### src/alloc_size_bucket_stats_unit_assert.svh
// ----------------------------------------------------------------------------
// alloc_size_bucket_stats_unit_assert.svh
// assertion macros for the allocation size bucket statistics unit
// ----------------------------------------------------------------------------
`ifndef ALLOC_SIZE_BUCKET_STATS_UNIT_ASSERT_SVH
`define ALLOC_SIZE_BUCKET_STATS_UNIT_ASSERT_SVH

`ifndef ASSERT_OFF
// property checked at each rising edge, switched off while reset is low
`define ASBS_ASSERT(label, clk, rst_n, prop) \
  label: assert property (@(posedge clk) disable iff (!rst_n) prop) \
    else $error("asbs assertion failed");
// property checked at each rising edge, reset included
`define ASBS_ASSERT_ALWAYS(label, clk, prop) \
  label: assert property (@(posedge clk) prop) \
    else $error("asbs assertion failed");
`else
`define ASBS_ASSERT(label, clk, rst_n, prop)
`define ASBS_ASSERT_ALWAYS(label, clk, prop)
`endif

`endif

### src/asbs_pkg.sv
// ----------------------------------------------------------------------------
// asbs_pkg
// shared types, codes and sizes of the allocation size bucket statistics unit
// ----------------------------------------------------------------------------
`default_nettype none

package asbs_pkg;

  // table geometry
  localparam int BUCKETS = 16;
  localparam int IDX_W   = $clog2(BUCKETS);
  localparam int CNT_W   = $clog2(BUCKETS + 1);

  // field widths of a beat
  localparam int OP_W        = 3;
  localparam int CTR_W       = 32;
  localparam int BYTE_W      = 48;
  localparam int IN_IDX_W    = 4;
  localparam int SLOT_W      = 4;
  localparam int COUNT_OUT_W = 5;
  localparam int STATUS_W    = 2;

  // operation codes
  typedef enum logic [OP_W-1:0] {
    OP_RESET = 3'd0,
    OP_ALLOC = 3'd1,
    OP_FREE  = 3'd2,
    OP_ADD   = 3'd3,
    OP_READ  = 3'd4
  } op_e;

  // result status codes
  typedef enum logic [STATUS_W-1:0] {
    ST_OK   = 2'd0,
    ST_MISS = 2'd1,
    ST_DUP  = 2'd2
  } status_e;

  // datapath commands issued by the controller
  typedef enum logic [3:0] {
    CMD_NONE,
    CMD_LOAD,
    CMD_CLEAR,
    CMD_MISS,
    CMD_SCAN_INIT,
    CMD_SCAN_STEP,
    CMD_ALLOC,
    CMD_FREE,
    CMD_DUP,
    CMD_SHIFT_INIT,
    CMD_SHIFT_STEP,
    CMD_INSERT,
    CMD_READ_ISSUE,
    CMD_READ_DONE
  } dp_cmd_e;

  // one bucket of the table
  typedef struct packed {
    logic [CTR_W-1:0] size;
    logic [CTR_W-1:0] allocs;
    logic [CTR_W-1:0] frees;
    logic [CTR_W-1:0] peak;
  } entry_t;

  // datapath status seen by the controller
  typedef struct packed {
    logic [OP_W-1:0] op;
    logic            full;
    logic            read_ok;
    logic            scan_done;
    logic            dup;
    logic            shift_done;
  } dp_status_t;

endpackage

`default_nettype wire

### src/asbs_datapath.sv
// ----------------------------------------------------------------------------
// asbs_datapath
// bucket memory, scan and shift pointers, byte and count totals, result regs
// ----------------------------------------------------------------------------
`default_nettype none

module asbs_datapath
  import asbs_pkg::*;
(
  input  wire logic                   clk_i,
  input  wire logic                   rst_ni,
  input  wire dp_cmd_e                cmd_i,
  input  wire logic [OP_W-1:0]        operation_i,
  input  wire logic [CTR_W-1:0]       amount_i,
  input  wire logic [IN_IDX_W-1:0]    bucket_index_i,
  output dp_status_t                  status_o,
  output logic [STATUS_W-1:0]         res_status_o,
  output logic [SLOT_W-1:0]           bucket_slot_o,
  output logic [CTR_W-1:0]            size_limit_o,
  output logic [CTR_W-1:0]            alloc_count_o,
  output logic [CTR_W-1:0]            free_count_o,
  output logic [CTR_W-1:0]            peak_outstanding_o,
  output logic [BYTE_W-1:0]           bytes_in_use_o,
  output logic [BYTE_W-1:0]           peak_bytes_o,
  output logic [CTR_W-1:0]            total_outstanding_o,
  output logic [COUNT_OUT_W-1:0]      bucket_count_o
);

  // saturating increment of a counter
  function automatic logic [CTR_W-1:0] sat_inc(input logic [CTR_W-1:0] v);
    return (v == '1) ? v : v + CTR_W'(1);
  endfunction

  // captured beat
  logic [OP_W-1:0]     op_q, op_d;
  logic [CTR_W-1:0]    amt_q, amt_d;
  logic [IN_IDX_W-1:0] idx_q, idx_d;

  // totals
  logic [CNT_W-1:0]  used_q, used_d;
  logic [BYTE_W-1:0] bytes_q, bytes_d;
  logic [BYTE_W-1:0] bpeak_q, bpeak_d;
  logic [CTR_W-1:0]  outst_q, outst_d;

  // scan and shift pointers
  logic [CNT_W-1:0] scan_idx_q, scan_idx_d;
  logic             rd_vld_q, rd_vld_d;
  logic [IDX_W-1:0] rd_idx_q, rd_idx_d;
  logic             found_q, found_d;
  logic [CNT_W-1:0] b_q, b_d;
  entry_t           ent_q, ent_d;
  logic [CNT_W-1:0] sh_k_q, sh_k_d;
  logic             sh_vld_q, sh_vld_d;
  logic [IDX_W-1:0] sh_dst_q, sh_dst_d;

  // result registers
  status_e           res_status_q, res_status_d;
  logic [SLOT_W-1:0] res_slot_q, res_slot_d;
  entry_t            res_ent_q, res_ent_d;

  // bucket memory, one read and one write port
  entry_t           bucket_mem_q [BUCKETS];
  entry_t           rd_data_q;
  logic             rd_en;
  logic [IDX_W-1:0] rd_addr;
  logic             wr_en;
  logic [IDX_W-1:0] wr_addr;
  entry_t           wr_data;

  // derived values
  logic             hit;
  logic             exhausted;
  logic             full;
  logic [CNT_W-1:0] sh_prev;
  entry_t           alloc_base;
  entry_t           alloc_ent;
  entry_t           free_ent;
  entry_t           insert_ent;
  logic             alloc_ok;
  logic [CTR_W-1:0] alloc_inc;
  logic [CTR_W-1:0] cur_out;
  logic [BYTE_W:0]  bytes_sum;
  logic [BYTE_W-1:0] bytes_add;
  logic [BYTE_W-1:0] bytes_sub;

  // scan compare on the registered read data
  assign hit       = rd_vld_q && (rd_data_q.size >= amt_q);
  assign exhausted = !rd_vld_q && (scan_idx_q >= used_q);
  assign full      = (used_q == CNT_W'(BUCKETS));
  assign sh_prev   = sh_k_q - CNT_W'(1);

  // alloc update: found bucket or a fresh one appended
  assign alloc_ok   = found_q || !full;
  assign alloc_base = found_q ? ent_q
                              : entry_t'{size: amt_q, allocs: '0, frees: '0, peak: '0};
  assign alloc_inc  = sat_inc(alloc_base.allocs);
  assign cur_out    = (alloc_inc > alloc_base.frees) ? alloc_inc - alloc_base.frees : '0;
  assign alloc_ent  = '{size:   alloc_base.size,
                        allocs: alloc_inc,
                        frees:  alloc_base.frees,
                        peak:   (cur_out > alloc_base.peak) ? cur_out : alloc_base.peak};
  assign free_ent   = '{size: ent_q.size, allocs: ent_q.allocs,
                        frees: sat_inc(ent_q.frees), peak: ent_q.peak};
  assign insert_ent = '{size: amt_q, allocs: '0, frees: '0, peak: '0};

  // byte totals, saturating at the top and clamping at zero
  assign bytes_sum = {1'b0, bytes_q} + (BYTE_W + 1)'(amt_q);
  assign bytes_add = bytes_sum[BYTE_W] ? '1 : bytes_sum[BYTE_W-1:0];
  assign bytes_sub = (bytes_q > BYTE_W'(amt_q)) ? bytes_q - BYTE_W'(amt_q) : '0;

  // next state per command
  always_comb begin
    op_d         = op_q;
    amt_d        = amt_q;
    idx_d        = idx_q;
    used_d       = used_q;
    bytes_d      = bytes_q;
    bpeak_d      = bpeak_q;
    outst_d      = outst_q;
    scan_idx_d   = scan_idx_q;
    rd_vld_d     = 1'b0;
    rd_idx_d     = rd_idx_q;
    found_d      = found_q;
    b_d          = b_q;
    ent_d        = ent_q;
    sh_k_d       = sh_k_q;
    sh_vld_d     = 1'b0;
    sh_dst_d     = sh_dst_q;
    res_status_d = res_status_q;
    res_slot_d   = res_slot_q;
    res_ent_d    = res_ent_q;
    rd_en        = 1'b0;
    rd_addr      = '0;
    wr_en        = 1'b0;
    wr_addr      = '0;
    wr_data      = '0;

    // shifted entry is written in the cycle after its read
    if (sh_vld_q) begin
      wr_en   = 1'b1;
      wr_addr = sh_dst_q;
      wr_data = rd_data_q;
    end

    unique case (cmd_i)
      CMD_LOAD: begin
        op_d  = operation_i;
        amt_d = amount_i;
        idx_d = bucket_index_i;
      end
      CMD_CLEAR: begin
        used_d       = '0;
        bytes_d      = '0;
        bpeak_d      = '0;
        outst_d      = '0;
        res_status_d = ST_OK;
        res_slot_d   = '0;
        res_ent_d    = '0;
      end
      CMD_MISS: begin
        res_status_d = ST_MISS;
        res_slot_d   = (op_q == OP_READ) ? SLOT_W'(idx_q) : '0;
        res_ent_d    = '0;
      end
      CMD_SCAN_INIT: begin
        scan_idx_d = '0;
        found_d    = 1'b0;
        b_d        = used_q;
      end
      CMD_SCAN_STEP: begin
        if (hit) begin
          found_d = 1'b1;
          b_d     = CNT_W'(rd_idx_q);
          ent_d   = rd_data_q;
        end else if (scan_idx_q < used_q) begin
          rd_en      = 1'b1;
          rd_addr    = scan_idx_q[IDX_W-1:0];
          rd_vld_d   = 1'b1;
          rd_idx_d   = scan_idx_q[IDX_W-1:0];
          scan_idx_d = scan_idx_q + CNT_W'(1);
        end
      end
      CMD_ALLOC: begin
        bytes_d = bytes_add;
        bpeak_d = (bytes_add > bpeak_q) ? bytes_add : bpeak_q;
        if (alloc_ok) begin
          wr_en        = 1'b1;
          wr_addr      = b_q[IDX_W-1:0];
          wr_data      = alloc_ent;
          outst_d      = sat_inc(outst_q);
          used_d       = found_q ? used_q : used_q + CNT_W'(1);
          res_status_d = ST_OK;
          res_slot_d   = SLOT_W'(b_q);
          res_ent_d    = alloc_ent;
        end else begin
          res_status_d = ST_MISS;
          res_slot_d   = '0;
          res_ent_d    = '0;
        end
      end
      CMD_FREE: begin
        bytes_d = bytes_sub;
        if (found_q) begin
          wr_en        = 1'b1;
          wr_addr      = b_q[IDX_W-1:0];
          wr_data      = free_ent;
          outst_d      = (outst_q != '0) ? outst_q - CTR_W'(1) : outst_q;
          res_status_d = ST_OK;
          res_slot_d   = SLOT_W'(b_q);
          res_ent_d    = free_ent;
        end else begin
          res_status_d = ST_MISS;
          res_slot_d   = '0;
          res_ent_d    = '0;
        end
      end
      CMD_DUP: begin
        res_status_d = ST_DUP;
        res_slot_d   = SLOT_W'(b_q);
        res_ent_d    = ent_q;
      end
      CMD_SHIFT_INIT: begin
        sh_k_d = used_q;
      end
      CMD_SHIFT_STEP: begin
        if (sh_k_q > b_q) begin
          rd_en    = 1'b1;
          rd_addr  = sh_prev[IDX_W-1:0];
          sh_vld_d = 1'b1;
          sh_dst_d = sh_k_q[IDX_W-1:0];
          sh_k_d   = sh_prev;
        end
      end
      CMD_INSERT: begin
        wr_en        = 1'b1;
        wr_addr      = b_q[IDX_W-1:0];
        wr_data      = insert_ent;
        used_d       = used_q + CNT_W'(1);
        res_status_d = ST_OK;
        res_slot_d   = SLOT_W'(b_q);
        res_ent_d    = insert_ent;
      end
      CMD_READ_ISSUE: begin
        rd_en   = 1'b1;
        rd_addr = IDX_W'(idx_q);
      end
      CMD_READ_DONE: begin
        res_status_d = ST_OK;
        res_slot_d   = SLOT_W'(idx_q);
        res_ent_d    = rd_data_q;
      end
      default: begin
      end
    endcase
  end

  // totals and valid flags
  always_ff @(posedge clk_i or negedge rst_ni) begin
    if (!rst_ni) begin
      used_q   <= '0;
      bytes_q  <= '0;
      bpeak_q  <= '0;
      outst_q  <= '0;
      rd_vld_q <= 1'b0;
      sh_vld_q <= 1'b0;
      found_q  <= 1'b0;
    end else begin
      used_q   <= used_d;
      bytes_q  <= bytes_d;
      bpeak_q  <= bpeak_d;
      outst_q  <= outst_d;
      rd_vld_q <= rd_vld_d;
      sh_vld_q <= sh_vld_d;
      found_q  <= found_d;
    end
  end

  // payload registers
  always_ff @(posedge clk_i) begin
    op_q         <= op_d;
    amt_q        <= amt_d;
    idx_q        <= idx_d;
    scan_idx_q   <= scan_idx_d;
    rd_idx_q     <= rd_idx_d;
    b_q          <= b_d;
    ent_q        <= ent_d;
    sh_k_q       <= sh_k_d;
    sh_dst_q     <= sh_dst_d;
    res_status_q <= res_status_d;
    res_slot_q   <= res_slot_d;
    res_ent_q    <= res_ent_d;
  end

  // bucket memory with registered read
  always_ff @(posedge clk_i) begin
    if (wr_en) begin
      bucket_mem_q[wr_addr] <= wr_data;
    end
    if (rd_en) begin
      rd_data_q <= bucket_mem_q[rd_addr];
    end
  end

  // status towards the controller
  assign status_o = '{op:         op_q,
                      full:       full,
                      read_ok:    (32'(idx_q) < 32'(used_q)),
                      scan_done:  hit || exhausted,
                      dup:        found_q && (ent_q.size == amt_q),
                      shift_done: !sh_vld_q && (sh_k_q == b_q)};

  // result and total outputs
  assign res_status_o        = res_status_q;
  assign bucket_slot_o       = res_slot_q;
  assign size_limit_o        = res_ent_q.size;
  assign alloc_count_o       = res_ent_q.allocs;
  assign free_count_o        = res_ent_q.frees;
  assign peak_outstanding_o  = res_ent_q.peak;
  assign bytes_in_use_o      = bytes_q;
  assign peak_bytes_o        = bpeak_q;
  assign total_outstanding_o = outst_q;
  assign bucket_count_o      = COUNT_OUT_W'(used_q);

endmodule

`default_nettype wire

### src/asbs_ctrl.sv
// ----------------------------------------------------------------------------
// asbs_ctrl
// controller: sequences decode, bucket scan, insertion shift and result beat
// ----------------------------------------------------------------------------
`default_nettype none

module asbs_ctrl
  import asbs_pkg::*;
(
  input  wire logic       clk_i,
  input  wire logic       rst_ni,
  input  wire logic       start_i,
  input  wire dp_status_t status_i,
  output dp_cmd_e         cmd_o,
  output logic            busy_o,
  output logic            done_o
);

  typedef enum logic [2:0] {
    S_IDLE,
    S_DECODE,
    S_SCAN,
    S_APPLY,
    S_SHIFT,
    S_READ
  } state_e;

  state_e state_q, state_d;
  logic   done_q, done_d;

  // next state and command
  always_comb begin
    state_d = state_q;
    done_d  = 1'b0;
    cmd_o   = CMD_NONE;
    unique case (state_q)
      S_IDLE: begin
        if (start_i) begin
          cmd_o   = CMD_LOAD;
          state_d = S_DECODE;
        end
      end
      S_DECODE: begin
        unique case (op_e'(status_i.op))
          OP_RESET: begin
            cmd_o   = CMD_CLEAR;
            state_d = S_IDLE;
            done_d  = 1'b1;
          end
          OP_ALLOC, OP_FREE: begin
            cmd_o   = CMD_SCAN_INIT;
            state_d = S_SCAN;
          end
          OP_ADD: begin
            if (status_i.full) begin
              cmd_o   = CMD_MISS;
              state_d = S_IDLE;
              done_d  = 1'b1;
            end else begin
              cmd_o   = CMD_SCAN_INIT;
              state_d = S_SCAN;
            end
          end
          OP_READ: begin
            if (status_i.read_ok) begin
              cmd_o   = CMD_READ_ISSUE;
              state_d = S_READ;
            end else begin
              cmd_o   = CMD_MISS;
              state_d = S_IDLE;
              done_d  = 1'b1;
            end
          end
          default: begin
            cmd_o   = CMD_MISS;
            state_d = S_IDLE;
            done_d  = 1'b1;
          end
        endcase
      end
      S_SCAN: begin
        cmd_o = CMD_SCAN_STEP;
        if (status_i.scan_done) begin
          state_d = S_APPLY;
        end
      end
      S_APPLY: begin
        unique case (op_e'(status_i.op))
          OP_ALLOC: begin
            cmd_o   = CMD_ALLOC;
            state_d = S_IDLE;
            done_d  = 1'b1;
          end
          OP_FREE: begin
            cmd_o   = CMD_FREE;
            state_d = S_IDLE;
            done_d  = 1'b1;
          end
          OP_ADD: begin
            if (status_i.dup) begin
              cmd_o   = CMD_DUP;
              state_d = S_IDLE;
              done_d  = 1'b1;
            end else begin
              cmd_o   = CMD_SHIFT_INIT;
              state_d = S_SHIFT;
            end
          end
          default: begin
            cmd_o   = CMD_MISS;
            state_d = S_IDLE;
            done_d  = 1'b1;
          end
        endcase
      end
      S_SHIFT: begin
        if (status_i.shift_done) begin
          cmd_o   = CMD_INSERT;
          state_d = S_IDLE;
          done_d  = 1'b1;
        end else begin
          cmd_o = CMD_SHIFT_STEP;
        end
      end
      S_READ: begin
        cmd_o   = CMD_READ_DONE;
        state_d = S_IDLE;
        done_d  = 1'b1;
      end
      default: begin
        state_d = S_IDLE;
      end
    endcase
  end

  // state and result strobe
  always_ff @(posedge clk_i or negedge rst_ni) begin
    if (!rst_ni) begin
      state_q <= S_IDLE;
      done_q  <= 1'b0;
    end else begin
      state_q <= state_d;
      done_q  <= done_d;
    end
  end

  assign busy_o = (state_q != S_IDLE);
  assign done_o = done_q;

endmodule

`default_nettype wire

### src/alloc_size_bucket_stats_unit.sv
// done_o pulses once a beat is finished: reset and rejected operations end
// straight after decode, a bucket read after its memory read, an alloc or
// free after a scan up to the bucket it lands in (the whole table when none
// fits); an insertion also moves each bucket above its slot up by one place.
// Beats are taken one at a time while busy is low, the next in the done_o cycle.
// Reset (rst_ni low) empties the table and clears all totals at once.
// ----------------------------------------------------------------------------
// alloc_size_bucket_stats_unit
// allocation monitor with a sorted table of size buckets and byte totals
// ----------------------------------------------------------------------------
`default_nettype none

`include "alloc_size_bucket_stats_unit_assert.svh"

module alloc_size_bucket_stats_unit
  import asbs_pkg::*;
(
  input  wire logic                   clk_i,
  input  wire logic                   rst_ni,
  input  wire logic                   start,
  output logic                        busy,
  input  wire logic [OP_W-1:0]        operation_i,
  input  wire logic [CTR_W-1:0]       amount_i,
  input  wire logic [IN_IDX_W-1:0]    bucket_index_i,
  output logic                        done_o,
  output logic [STATUS_W-1:0]         status_o,
  output logic [SLOT_W-1:0]           bucket_slot_o,
  output logic [CTR_W-1:0]            size_limit_o,
  output logic [CTR_W-1:0]            alloc_count_o,
  output logic [CTR_W-1:0]            free_count_o,
  output logic [CTR_W-1:0]            peak_outstanding_o,
  output logic [BYTE_W-1:0]           bytes_in_use_o,
  output logic [BYTE_W-1:0]           peak_bytes_o,
  output logic [CTR_W-1:0]            total_outstanding_o,
  output logic [COUNT_OUT_W-1:0]      bucket_count_o
);

  dp_cmd_e    cmd;
  dp_status_t dp_status;

  // controller
  asbs_ctrl u_ctrl (
    .clk_i    (clk_i),
    .rst_ni   (rst_ni),
    .start_i  (start),
    .status_i (dp_status),
    .cmd_o    (cmd),
    .busy_o   (busy),
    .done_o   (done_o)
  );

  // datapath
  asbs_datapath u_datapath (
    .clk_i               (clk_i),
    .rst_ni              (rst_ni),
    .cmd_i               (cmd),
    .operation_i         (operation_i),
    .amount_i            (amount_i),
    .bucket_index_i      (bucket_index_i),
    .status_o            (dp_status),
    .res_status_o        (status_o),
    .bucket_slot_o       (bucket_slot_o),
    .size_limit_o        (size_limit_o),
    .alloc_count_o       (alloc_count_o),
    .free_count_o        (free_count_o),
    .peak_outstanding_o  (peak_outstanding_o),
    .bytes_in_use_o      (bytes_in_use_o),
    .peak_bytes_o        (peak_bytes_o),
    .total_outstanding_o (total_outstanding_o),
    .bucket_count_o      (bucket_count_o)
  );

  // result beat only while idle, taken beat always starts work
  `ASBS_ASSERT(a_done_when_idle, clk_i, rst_ni, done_o |-> !busy)
  `ASBS_ASSERT(a_accept_goes_busy, clk_i, rst_ni, (start && !busy) |=> busy)
  // byte peak never below current usage, table never overfilled
  `ASBS_ASSERT(a_peak_covers_use, clk_i, rst_ni, peak_bytes_o >= bytes_in_use_o)
  `ASBS_ASSERT(a_count_in_range, clk_i, rst_ni, 32'(bucket_count_o) <= 32'(BUCKETS))

endmodule

`default_nettype wire

### config.mk
export PLATFORM = sky130hd
export DESIGN_NAME = alloc_size_bucket_stats_unit
export DESIGN_NICKNAME = d
export VERILOG_FILES = /design/src/asbs_pkg.sv /design/src/asbs_datapath.sv /design/src/asbs_ctrl.sv /design/src/alloc_size_bucket_stats_unit.sv
export VERILOG_INCLUDE_DIRS = /design/src /design/src/src
export SDC_FILE = /design/constraint.sdc
export NUM_CORES = 2
export LEC_CHECK = 0
export BUFFER_PORTS_ARGS = -buffer_cell sky130_fd_sc_hd__buf_4
export CAP_MARGIN = 10
export CORE_MARGIN = 5
export CORE_UTILIZATION = 50
export CTS_BUF_LIST = sky130_fd_sc_hd__clkbuf_8
export CTS_CLUSTER_DIAMETER = 200
export DETAILED_ROUTE_END_ITERATION = 10
export GPL_TIMING_DRIVEN = 0
export PLACE_DENSITY_LB_ADDON = 0.08
export SYNTH_ARGS = -nofsm -noshare
export SYNTH_HDL_FRONTEND = slang
export SYNTH_HIERARCHICAL = 1
export SYNTH_SLANG_ARGS = --single-unit
### constraint.sdc
create_clock -name clk_i -period 12.73 [get_ports clk_i]
set_input_delay 0.6365 -clock clk_i [delete_from_list [all_inputs] [get_ports clk_i]]
set_output_delay 0.6365 -clock clk_i [all_outputs]
set_load 0.02 [all_outputs]
# Yosys cells after proc, flatten, opt, wreduce, memory -nomap -nowiden
# Memories as Yosys holds them, arrays and structs flattened. A register that Yosys moved wholly into a read port is not among the register bits.
# Index checks and enable logic that the tools add are counted.
[word_totals]
regBits = 464
mem_bits_rw = 2048
output_inout_bits = 269
word_cells = 209
mem_count = 1
[op_classes]
add_sub_neg = 10
magnitude_cmp = 9
n_eq_ne = 41
n_mux = 85
n_bitwise = 1
reduce_logical = 35
[mem_list]
columns = ["name", "depth", "word_bits", "read_ports", "rd_ports_with_merged_regs", "write_ports", "line", "rtl"]
rows = [
  ["u_datapath.bucket_mem_q", 16, 128, 1, 1, 1, "asbs_datapath.sv:62", "entry_t bucket_mem_q [BUCKETS];"],
]
[ops]
columns = ["op", "n"]
rows = [
  ["two-way mux 128 bit", 6],
  ["one-hot mux 128 bit (6 select lines)", 1],
  ["one-hot mux 128 bit (3 select lines)", 1],
  ["two-way mux 32 bit", 8],
  ["two-way mux 48 bit", 3],
  ["one-hot mux 48 bit (3 select lines)", 1],
  ["adder 32 x 1 -> 32 bit, second input constant", 3],
  ["== test 32 bit, second input constant", 3],
  ["one-hot mux 32 bit (3 select lines)", 1],
  ["one-hot mux 48 bit (2 select lines)", 1],
  ["> comparator 32 bit", 2],
  ["adder 48 x 32 -> 49 bit", 1],
  ["> comparator 48 x 32 -> 1 bit", 1],
  ["> comparator 48 bit", 1],
  ["one-hot mux 4 bit (6 select lines)", 2],
  ["subtractor 48 x 32 -> 48 bit", 1],
  ["two-way mux 4 bit", 10],
  ["one-hot mux 4 bit (3 select lines)", 3],
  ["== test 32 bit", 1],
  [">= comparator 32 bit", 1],
  ["nonzero test 32 bit", 1],
  ["subtractor 32 x 1 -> 32 bit, second input constant", 1],
  ["subtractor 32 bit", 1],
  ["two-way mux 5 bit", 6],
  ["other kinds (43)", 121],
]

# Logic depth before layout (Yosys ltp)
[depth]
depth_word = 9
ltp_mapped = 42
depth_no_buf = 34

# Modules after synthesis
# Netlist, hierarchy kept.
[by_module_without_submodules]
columns = ["mod", "n_inst", "cells_per_inst", "area_per_inst_um2"]
rows = [
  ["asbs_datapath", 1, 9546, 116496.7],
  ["asbs_ctrl", 1, 57, 480.5],
]

# Least setup slack after synthesis
# No wires, ideal clock.
[synth_path]
kind = "register to register"
startpoint = "reg u_datapath.found_q"
endpoint = "mem u_datapath/bucket_mem_q[10][0] (netlist bit) (enable)"
setup_time_ns = 0.617
t_arrival_ns = 8.867
t_required_ns = 12.113
setup_slack_ns = 3.246
path_stages_with_launch = 20
path_buffers = 7
period_less_slack_ns = 9.484
cell_sequence = "dfrtp_1 -> buf_2 -> clkbuf_1 -> clkbuf_1 -> buf_1 -> clkbuf_1 -> nand4_1 -> nor4_1 -> a21boi_0 -> nor3_1 -> o211ai_1 -> buf_4 -> o21ai_0 -> nand2_1 -> nand2_1 -> nand2_1 -> clkbuf_1 -> nor3_1 -> a31oi_1 -> nor2_1"
[synth_rtl]
columns = ["item", "line", "rtl"]
rows = [
  ["from (decl)", "asbs_datapath.sv:49", "logic found_q, found_d;"],
  ["from (signal assigned)", "asbs_datapath.sv:274", "found_q <= found_d;"],
  ["to (decl)", "asbs_datapath.sv:62", ""],
]

==> results_tabular.tex <==
\begin{tabular}{lr}
\hline
Metric & Value \\
\hline
\multicolumn{2}{l}{\textbf{Clocking}} \\
Sink count of the clock tree & 2640 \\
Cell at the root of the clock tree & sky130\_fd\_sc\_hd\_\_clkbuf\_8 \\
Worst-skew pair later-pin latency & 1140 ps \\
Deepest level of the CTS H-tree & 5 \\
CTS tree & built \\
Setup fix buffers added after clock tree synthesis & 0 \\
Maximum count of clock buffers along a single path & 4 \\
CTS clk-pin slew, worst paths & 60 ps \\
Number of clock buffers inserted by TritonCTS & 443 \\
\multicolumn{2}{l}{\textbf{GRT}} \\
Largest net degree at the start of global routing & 90 \\
Remaining Overflow, GRT & 0 \\
Global-route total usage across every layer & 33.2\% \\
First-pass GRT wire length & 586000 um \\
Number of global-route vias before repair & 81900 \\
Number of antenna violations at the first check in global routing & 29 \\
\multicolumn{2}{l}{\textbf{Floorplanning}} \\
Full die area & 244000 sq um \\
Die Span Y & 494 um \\
Starting density of the core & 50.3\% \\
DIE WIDTH & 494 um \\
Total core area & 233000 sq um \\
Standard-cell rows & 177 \\
Top-level I/O count & 311 \\
\multicolumn{2}{l}{\textbf{Worst setup path}} \\
Endpoint of the worst register-to-register path & u\_datapath/bucket\_mem\_q[3][3] \\
Peak fanout along the critical path & 19 \\
Reg-to-reg slack, setup & 870 ps \\
Critical Path Sink Type & register \\
Startpoint of the most critical register-to-register path & u\_datapath/found\_q \\
Crit path arrival time & 12600 ps \\
Critical path class & register to register \\
Delay contributed by the slowest stage of the critical path & 770 ps \\
Slowest-stage cell, CP & sky130\_fd\_sc\_hd\_\_a221o\_1 \\
Critical path data required time & 13470 ps \\
Worst Reg2Reg Path Length in Cells & 38 \\
Cell seen most often among critical-path stages & sky130\_fd\_sc\_hd\_\_nor2\_1 \\
Nature of the critical path startpoint & register \\
\multicolumn{2}{l}{\textbf{STA}} \\
Worst-margin pin slew & 1420 ps \\
Hold Worst Slack & 89.4 ps \\
Setup total negative slack & 0 ps \\
Number of pins with negative max-slew slack in the final report & 0 \\
Clock period minus final worst setup slack & 11860 ps \\
Timing-limited maximum frequency & 84.3 MHz \\
Tcrit/Tclk final & 93.2\% \\
Relative max-transition margin & 5.41\% \\
Worst-case clock skew & 103 ps \\
Total count of hold-check failures in the final report & 0 \\
Unrepaired setup endpoints after global routing & no \\
Final setup violating endpoints & 0 \\
\multicolumn{2}{l}{\textbf{Routing}} \\
Via-per-instance ratio & 6.11 \\
Detailed-route via count & 85700 \\
Number of remaining DRC errors & 0 \\
Final WL & 417000 um \\
Detailed-route wire length per cell & 29.7 um \\
Iteration-0 DRC count of the detailed router & 10700 \\
Number of optimization iterations in the first detailed-route pass & 11 \\
Number of routed nets with antenna violations & 0 \\
\multicolumn{2}{l}{\textbf{Final layout}} \\
Ratio of cells with drive above 1 in the final layout & 12.4\% \\
Count of non-filler cells in the finished layout & 14000 \\
Final layout net count & 10800 \\
Number of filler instances in the final layout & 19200 \\
Layout overhead on the synthesized area & 14.8\% \\
\multicolumn{2}{l}{\textbf{Power}} \\
Pwr dens & 234 nW/um\^{}2 \\
Lkg Pwr & 0.0514 uW \\
Largest vdd supply drop & 0.000300 V \\
\multicolumn{2}{l}{\textbf{Synthesis}} \\
Synth async-reset ratio & 5.30\% \\
Synthesized cell area & 117000 sq um \\
Number of distinct library cells after synthesis & 100 \\
Total number of yosys warnings & 6 \\
Mean post-synth cell area & 12.2 sq um \\
Most common library cells after synthesis & sky130\_fd\_sc\_hd\_\_edfxtp\_1 (2500), sky130\_fd\_sc\_hd\_\_nand2\_1 (2275), sky130\_fd\_sc\_hd\_\_nand3\_1 (824) \\
Number of enable flip-flop cells after synthesis & 2500 \\
Cell types with the largest area share after synthesis & sky130\_fd\_sc\_hd\_\_edfxtp\_1 (64\%), sky130\_fd\_sc\_hd\_\_nand2\_1 (7.3\%), sky130\_fd\_sc\_hd\_\_nand3\_1 (3.5\%), sky130\_fd\_sc\_hd\_\_dfrtp\_1 (3.0\%), sky130\_fd\_sc\_hd\_\_ha\_1 (2.7\%) \\
Leading register cell type out of synthesis & sky130\_fd\_sc\_hd\_\_edfxtp\_1 \\
Number of storage elements in the synthesis netlist & 2640 \\
Share of Yosys cell area claimed by the top area cell type & 64.2\% \\
Largest area contributor in the synthesized netlist & sky130\_fd\_sc\_hd\_\_edfxtp\_1 \\
Post-synth net total & 9906 \\
Synthesized instance count & 9603 \\
Cell with the most instances after synthesis & sky130\_fd\_sc\_hd\_\_edfxtp\_1 \\
Share of the yosys chip area belonging to registers & 67.2\% \\
\multicolumn{2}{l}{\textbf{Hold path}} \\
Path category of the worst min-delay check & primary input to async pin \\
\multicolumn{2}{l}{\textbf{Place}} \\
Gp weighted congestion & 0.965 \\
Post-DP HPWL & 302000 um \\
Number of buffers added on ports & 310 \\
Number of instances in the placed design & 13200 \\
\multicolumn{2}{l}{\textbf{Outcome}} \\
Status & completed \\
\multicolumn{2}{l}{\textbf{Run}} \\
MaxCap Viol Count & 0 \\
\hline
\end{tabular}
cells by family after synthesis:
kind of cell             Yosys count  synth area share [%]
buffers and inverters            806                  3.14
adder cells (fa/ha/maj)          261                  2.82
flip-flops                      2640                  67.2
multiplexers                     138                  1.23
XOR/XNOR                         205                  1.53
AO/OA/AOI/OAI                   1573                  9.05
AND/OR/NAND/NOR                 3980                  15.1
flip-flops by register name (all words and copies together), names as in the netlist, 32 cells and up:
name	count
u_datapath/alloc_count_o	32
u_datapath/amt_q	32
u_datapath/bucket_mem_q	2048
u_datapath/bytes_in_use_o	48
u_datapath/ent_q	128
u_datapath/free_count_o	32
u_datapath/peak_bytes_o	48
u_datapath/peak_outstanding_o	32
u_datapath/rd_data_q	128
u_datapath/size_limit_o	32
u_datapath/total_outstanding_o	32
timing repair:
action	4_1_cts	5_1_grt
endpoints found under the hold margin	102	0
gates resized for setup	0	3
hold buffers	41	0
setup endpoints to repair	0	186
per-layer routing:
metal  wire length [um]  part of all wire [%]  GRT usage [%]
met1             163000                    39           44.3
met2             192000                    46           52.6
met3              40200                   9.6           6.78
met4              21500                   5.2           15.7
met5                 36                0.0086              0
area by class of cell:
cell class / count / area, sq um / area share, %
antenna: 38 / 95.1 / 0.0708
clock inverter: 319 / 1510 / 1.12
multi-input combinational: 6157 / 34900 / 26.0
tap: 3132 / 3920 / 2.92
sequential: 2640 / 78600 / 58.5
clock buffer: 462 / 6360 / 4.74
timing repair buffer: 474 / 5200 / 3.87
inverter: 232 / 871 / 0.649
buffer: 573 / 2810 / 2.10
power breakdown:
| part | switching [uW] | internal (uW) | total (uW) |
|---|---|---|---|
| combinational | 9090 | 3960 | 13000 |
| sequential | 711 | 10800 | 11500 |
| clock | 3410 | 3480 | 6890 |
worst max-delay path by stage:
stage	startpoint	depth (start not counted)	to	slack [ps]
finish	u_datapath/found_q	38	u_datapath/bucket_mem_q[3][3]	870
global route	u_datapath/found_q	38	u_datapath/bucket_mem_q[12][31]	370
CTS	u_datapath/found_q	39	u_datapath/bucket_mem_q[3][3]	380
detailed placement	u_datapath/found_q	39	u_datapath/bucket_mem_q[3][11]	410
global placement	u_datapath/found_q	19	u_datapath/bucket_mem_q[0][15]	-7320
floorplan	u_datapath/found_q	19	u_datapath/bucket_mem_q[10][0]	3250
worst max-delay path: cells and delay by family (launching register included):
family	cells	cell delay, ps
flops	1	510
compound gates	8	3170
xor+xnor	1	430
simple gates	18	3190
fa+ha+maj	3	1030
buf+inv	8	3160
layout by cell type, fill, tap and decap left out, drive strengths merged, types with 124 or more instances in the layout:
| cell type | count |
|---|---|
| buf | 752 |
| nor2 | 269 |
| edfxtp | 2500 |
| ha | 257 |
| clkinv | 161 |
| clkbuf | 716 |
| o21ai | 185 |
| dfrtp | 140 |
| nand2 | 2276 |
| xnor2 | 144 |
| and3 | 190 |
| nand3 | 824 |
| inv | 374 |
| a21oi | 600 |
| a221o | 162 |
| nor4 | 124 |
through the flow:
step	util (%)	instance area (sq um)	setup WS, ps	total power, uW
floorplan	-	117000	3250	19000
detailed placement	54.1	126000	408	24500
finish	57.7	134000	870	31500
global placement	52.9	123000	-7320	24400
global route	57.6	134000	374	32900
CTS	57.6	134000	385	31400
No activity file was read; power rests on OpenSTA's default activity.
